===== config.mk =====
export PLATFORM = sky130hd
export DESIGN_NAME = msg_ram
export DESIGN_NICKNAME = d
export VERILOG_FILES = /design/src/rtl/core/msg_ram.sv
export SDC_FILE = /design/constraint.sdc
export NUM_CORES = 2
export LEC_CHECK = 0
export BUFFER_PORTS_ARGS = -buffer_cell sky130_fd_sc_hd__buf_2
export CORE_MARGIN = 2
export CORE_UTILIZATION = 55
export CTS_CLUSTER_SIZE = 40
export DETAILED_ROUTE_END_ITERATION = 8
export PLACE_DENSITY_LB_ADDON = 0.05
export SETUP_SLACK_MARGIN = 0.15
export SLEW_MARGIN = 10
export SYNTH_ARGS = -nofsm -noshare
export SYNTH_HDL_FRONTEND = slang
export SYNTH_SLANG_ARGS = --single-unit

===== constraint.sdc =====
create_clock -name i_clk -period 3.2 [get_ports i_clk]
set_input_delay 0.48 -clock i_clk [delete_from_list [all_inputs] [get_ports i_clk]]
set_output_delay 0.48 -clock i_clk [all_outputs]
set_load 0.01 [all_outputs]

===== src/rtl/core/msg_ram.sv =====
// Generic single-port-write, single-port-read RAM with a registered read.
// Stand-alone; holds the cell entries of the snake sequence grid block.
module msg_ram #(
    parameter int WIDTH = 8,
    parameter int DEPTH = 256
) (
    input  logic                     i_clk,
    input  logic                     i_we,
    input  logic [$clog2(DEPTH)-1:0] i_waddr,
    input  logic [WIDTH-1:0]         i_wdata,
    input  logic [$clog2(DEPTH)-1:0] i_raddr,
    output logic [WIDTH-1:0]         o_rdata
);

    logic [WIDTH-1:0] r_mem [DEPTH];
    logic [WIDTH-1:0] r_rdata;

    // Write port and registered read port.
    always_ff @(posedge i_clk) begin
        if (i_we) begin
            r_mem[i_waddr] <= i_wdata;
        end
        r_rdata <= r_mem[i_raddr];
    end

    assign o_rdata = r_rdata;

endmodule


==> impl_results.md <==
* Vias/cell at 6.40
* Gr ovfl total at 0
* Worst path slowest cell: nor4_1
* Post-CTS Setup Inserts at 0
* CTS buffer count at between 200 and 250
* Max FO, Critical Path at 1
* Reg-to-Reg Start: r_mem[72][7]
* Flop pwr share at 0.537
* Top cell by count, worst path: nor4_1
* Power Total at roughly 55 mW
* Post-route ant nets at 0
* Synth Area per Inst at roughly 21 sq um
* Slew HR at 0.263
* Htree depth at 4
* Worst setup path end: o_rdata[7]
* Net Sw Power at 11.6 mW
* WL final at between 200 and 250 mm
* Crit Path Class: reg -> reg
* Cell row count at ~140
* Layout cells sized above 1 at 0.294
* RePlAce Congestion at roughly 0.85
* Lkg Pwr at approximately 29 nW
* Hold Fails Final Rpt at 0
* Final HPWL DP at about 130 mm
* Die area at between 100000 and 150000 sq um
* Routed WL per cell at about 32 microns
* Slew @ Worst Pin at about 1100 ps
* Fmax at ~330 MHz
* Arrival time worst endpoint at about 3800 ps
* Core area at approximately 140000 sq um
* CTS clock-pin slew for the worst setup and hold paths at roughly 60 ps
* Vias in the first global route at between 40000 and 50000
* Tcrit/Tclk final at 0.952
* DRC violations left at 6
* Nets at 4295
* RSZ-0062 raised after global routing: no
* Cells after Synth at ~3700
* Number of max-cap violations at 0
* Critical path capture point type: flip-flop
* Fin crit period at between 3000 and 4000 ps
* Register area share after synthesis at 0.775
* First-pass GRT wire length at 291 mm
* Outcome: complete, but fails checks
* Num Clock Sinks at around 2100
* Resized Gates After CTS at 0
* Syn Std Cell Area at ~80000 sq um
* Buf/Inv on CP at 1
* Chip Width at between 300 and 400 microns
* CP required at 3910 ps
* Cell Chain, Critical Path: mux4_2, nor2b_1, a211oi_1, nor3_1, nor4_1, buf_4, nor4_1
* Initial antenna violation count at 13
* Setup violators final at 0
* DR iter-0 viols at a little under 5000
* Clk buf depth at 3
* Syn nets at ~3800
* I/O pin count at 34
* Synth warnings at 0
* Router iterations before antenna repair at 7
* I/O Buffers at 33
* Net Sw Frac at 0.209
* Largest net degree at the start of global routing at between 100 and 150
* Die Y at just under 400 microns
* Combinational Power Share at 0.053
* Synthesis-to-layout area growth at 15.5%
* Flop-to-flop setup slack at 150 ps
* Vias at ~41000
* Startpoint Class: flip-flop
* Slew Viols, Final at 0
* WP depth at 7
* Clock skew at between 20 and 30 ps
* Power share of the clock group at 0.409
* CTS Hold Buffers Added at 0
* CTS tree: yes
* Failing checks: DRC
* Number of synthesized register bits at just over 2000
* Skew-Pair Late Insertion Delay at around 830 ps
* Starting density of the core at 0.554
* HP Class: in -> reg
* WHS at about 210 ps
* Worst setup startpoint: r_mem[72][7]
* Clk root buf: clkbuf_16
* Reg2Reg Depth at 7
* VDD IR max at just over 0.5 mV
* Distinct cells, synth at 55
* Int Power at around 44 mW
* Pwr dens at approximately 600 nW/um^2
* Total Routing Usage GR at 0.276
* Top delay family on crit path: simple AND/OR/NAND/NOR gates
* Reg2reg end: o_rdata[7]
* Crit-path max cell delay at 970 ps
[kinds of logic after synthesis]
kind of cell,after synthesis,share of synthesized area
AO/OA/AOI/OAI,385,0.0342
buffers and inverters,235,0.0183
flip-flops,2056,0.775
multiplexers,591,0.146
AND/OR/NAND/NOR,466,0.0263
[worst reg2reg max path, delay by kind of cell, from the launching register on]
family	cells	cell delay [ps]
flip-flops	1	380
AO/OA/AOI/OAI	1	470
buffers and inverters	1	270
AND/OR/NAND/NOR	4	1380
multiplexers	1	450
[synth_stat cells (all sizes together)]
master      n  area [sq um]
o22a        5          43.8
o32ai       5          51.3
nor2      282          1060
a221oi     14           129
nor4b       1          8.76
mux4      456         10300
inv         1          3.75
clkinv      1          3.75
a311oi      2          17.5
mux2        1          11.3
or2b        1          7.51
nand3      34           170
buf       122          1030
or2         4          25.0
and2        6          37.5
a22oi     133           998
o221ai     47           418
nand2b      8          50.1
edfxtp   2048         61500
clkbuf    111           417
and3b       2          17.5
o21ai      12          60.1
nor4       27           188
o22ai      28           175
a2111oi     5          52.6
and3        1          6.26
nor3       22           110
nand4      10          62.6
mux2i     134          1340
nor3b       1          7.51
nand2      33           124
a21oi      96           480
dfxtp       8           160
nor2b      31           194
a31oi       2          12.5
or3b        1          8.76
a211oi     16           120
nand3b      2          15.0
o211ai     10          75.1
a21boi      1          7.51
o311ai      1          8.76
a22o        8          70.1
[cell type report]
cell class                 instances  area, sq um
sequential                      2056        61700
fill                            9670        51800
multi-input combinational       1442        16500
clock buffer                     268         5460
timing repair buffer             565         4990
tap                             1903         2380
clock inverter                   110          848
antenna                            4         10.0
inverter                           2         7.51
[cell usage in the layout, fill, tap and decap left out, types with 4 or more instances in the layout]
master,count
edfxtp_1,2048
buf_4,474
mux4_2,454
nor2_1,279
clkbuf_16,208
mux2i_1,134
a22oi_1,133
a21oi_1,96
buf_12,59
clkinv_1,57
clkbuf_1,57
o221ai_1,46
nand3_1,34
nand2_1,33
clkinv_2,31
o22ai_1,28
nor2b_1,28
nor3_1,22
buf_2,22
nor4_1,19
a211oi_1,16
a221oi_1,13
bufinv_16,13
clkbuf_8,11
nand4_1,10
o211ai_1,10
o21ai_0,10
nand2b_1,8
a22o_1,8
nor4_2,8
dfxtp_1,8
inv_6,7
and2_1,6
o22a_1,5
diode_2,4
or2_2,4
o32ai_1,4
[how the worst min path moves through the flow]
stage                         endpoint        from  depth (start not counted)  slack, ps
after detailed placement    o_rdata[7]  o_rdata[7]                          1        970
after global placement      o_rdata[7]  o_rdata[7]                          1        970
final                     r_mem[86][4]  i_wdata[4]                          1        210
after floorplan            r_mem[0][0]  i_wdata[0]                          0        580
after global routing      r_mem[87][4]  i_wdata[4]                          1        230
after CTS                 r_mem[86][4]  i_wdata[4]                          1        170
[stage by stage]
| stage | cells | setup TNS, ps | cell area [sq um] | worst slack, ps | utilization |
|---|---|---|---|---|---|
| 2_1_floorplan | 3733 | 0 | 79600 | 782 | - |
| 3_3_place_gp | 5967 | -2470 | 85500 | -683 | 0.595 |
| 3_5_place_dp | 5968 | -1780 | 85500 | -592 | 0.595 |
| 4_1_cts | 6346 | 0 | 91900 | 250 | 0.639 |
| 5_1_grt | 6346 | 0 | 91900 | 163 | 0.639 |
| 6_report | 6350 | 0 | 91900 | 153 | 0.639 |
[registers in the layout (all words and copies together) (netlist names)]
register	count
r_mem	2048
o_rdata	8
[metal layers]
layer	global-route usage	wire, microns	up-vias
met3	0.0496	16100	296
met1	0.402	82200	21500
met5	0	10	-
met4	0.0818	5560	2
li1	-	-	16800
met2	0.435	96700	1980
[power groups by stage]
stage	registers (mW)	logic, mW	clock network [mW]
3_5_place_dp	30.3	2.95	0
4_1_cts	29.7	2.96	23.0
2_1_floorplan	30.3	1.44	0
6_report	29.7	2.94	22.7
5_1_grt	29.7	3.10	24.0
3_3_place_gp	30.3	2.90	0
(Power assumes the default switching activity.)
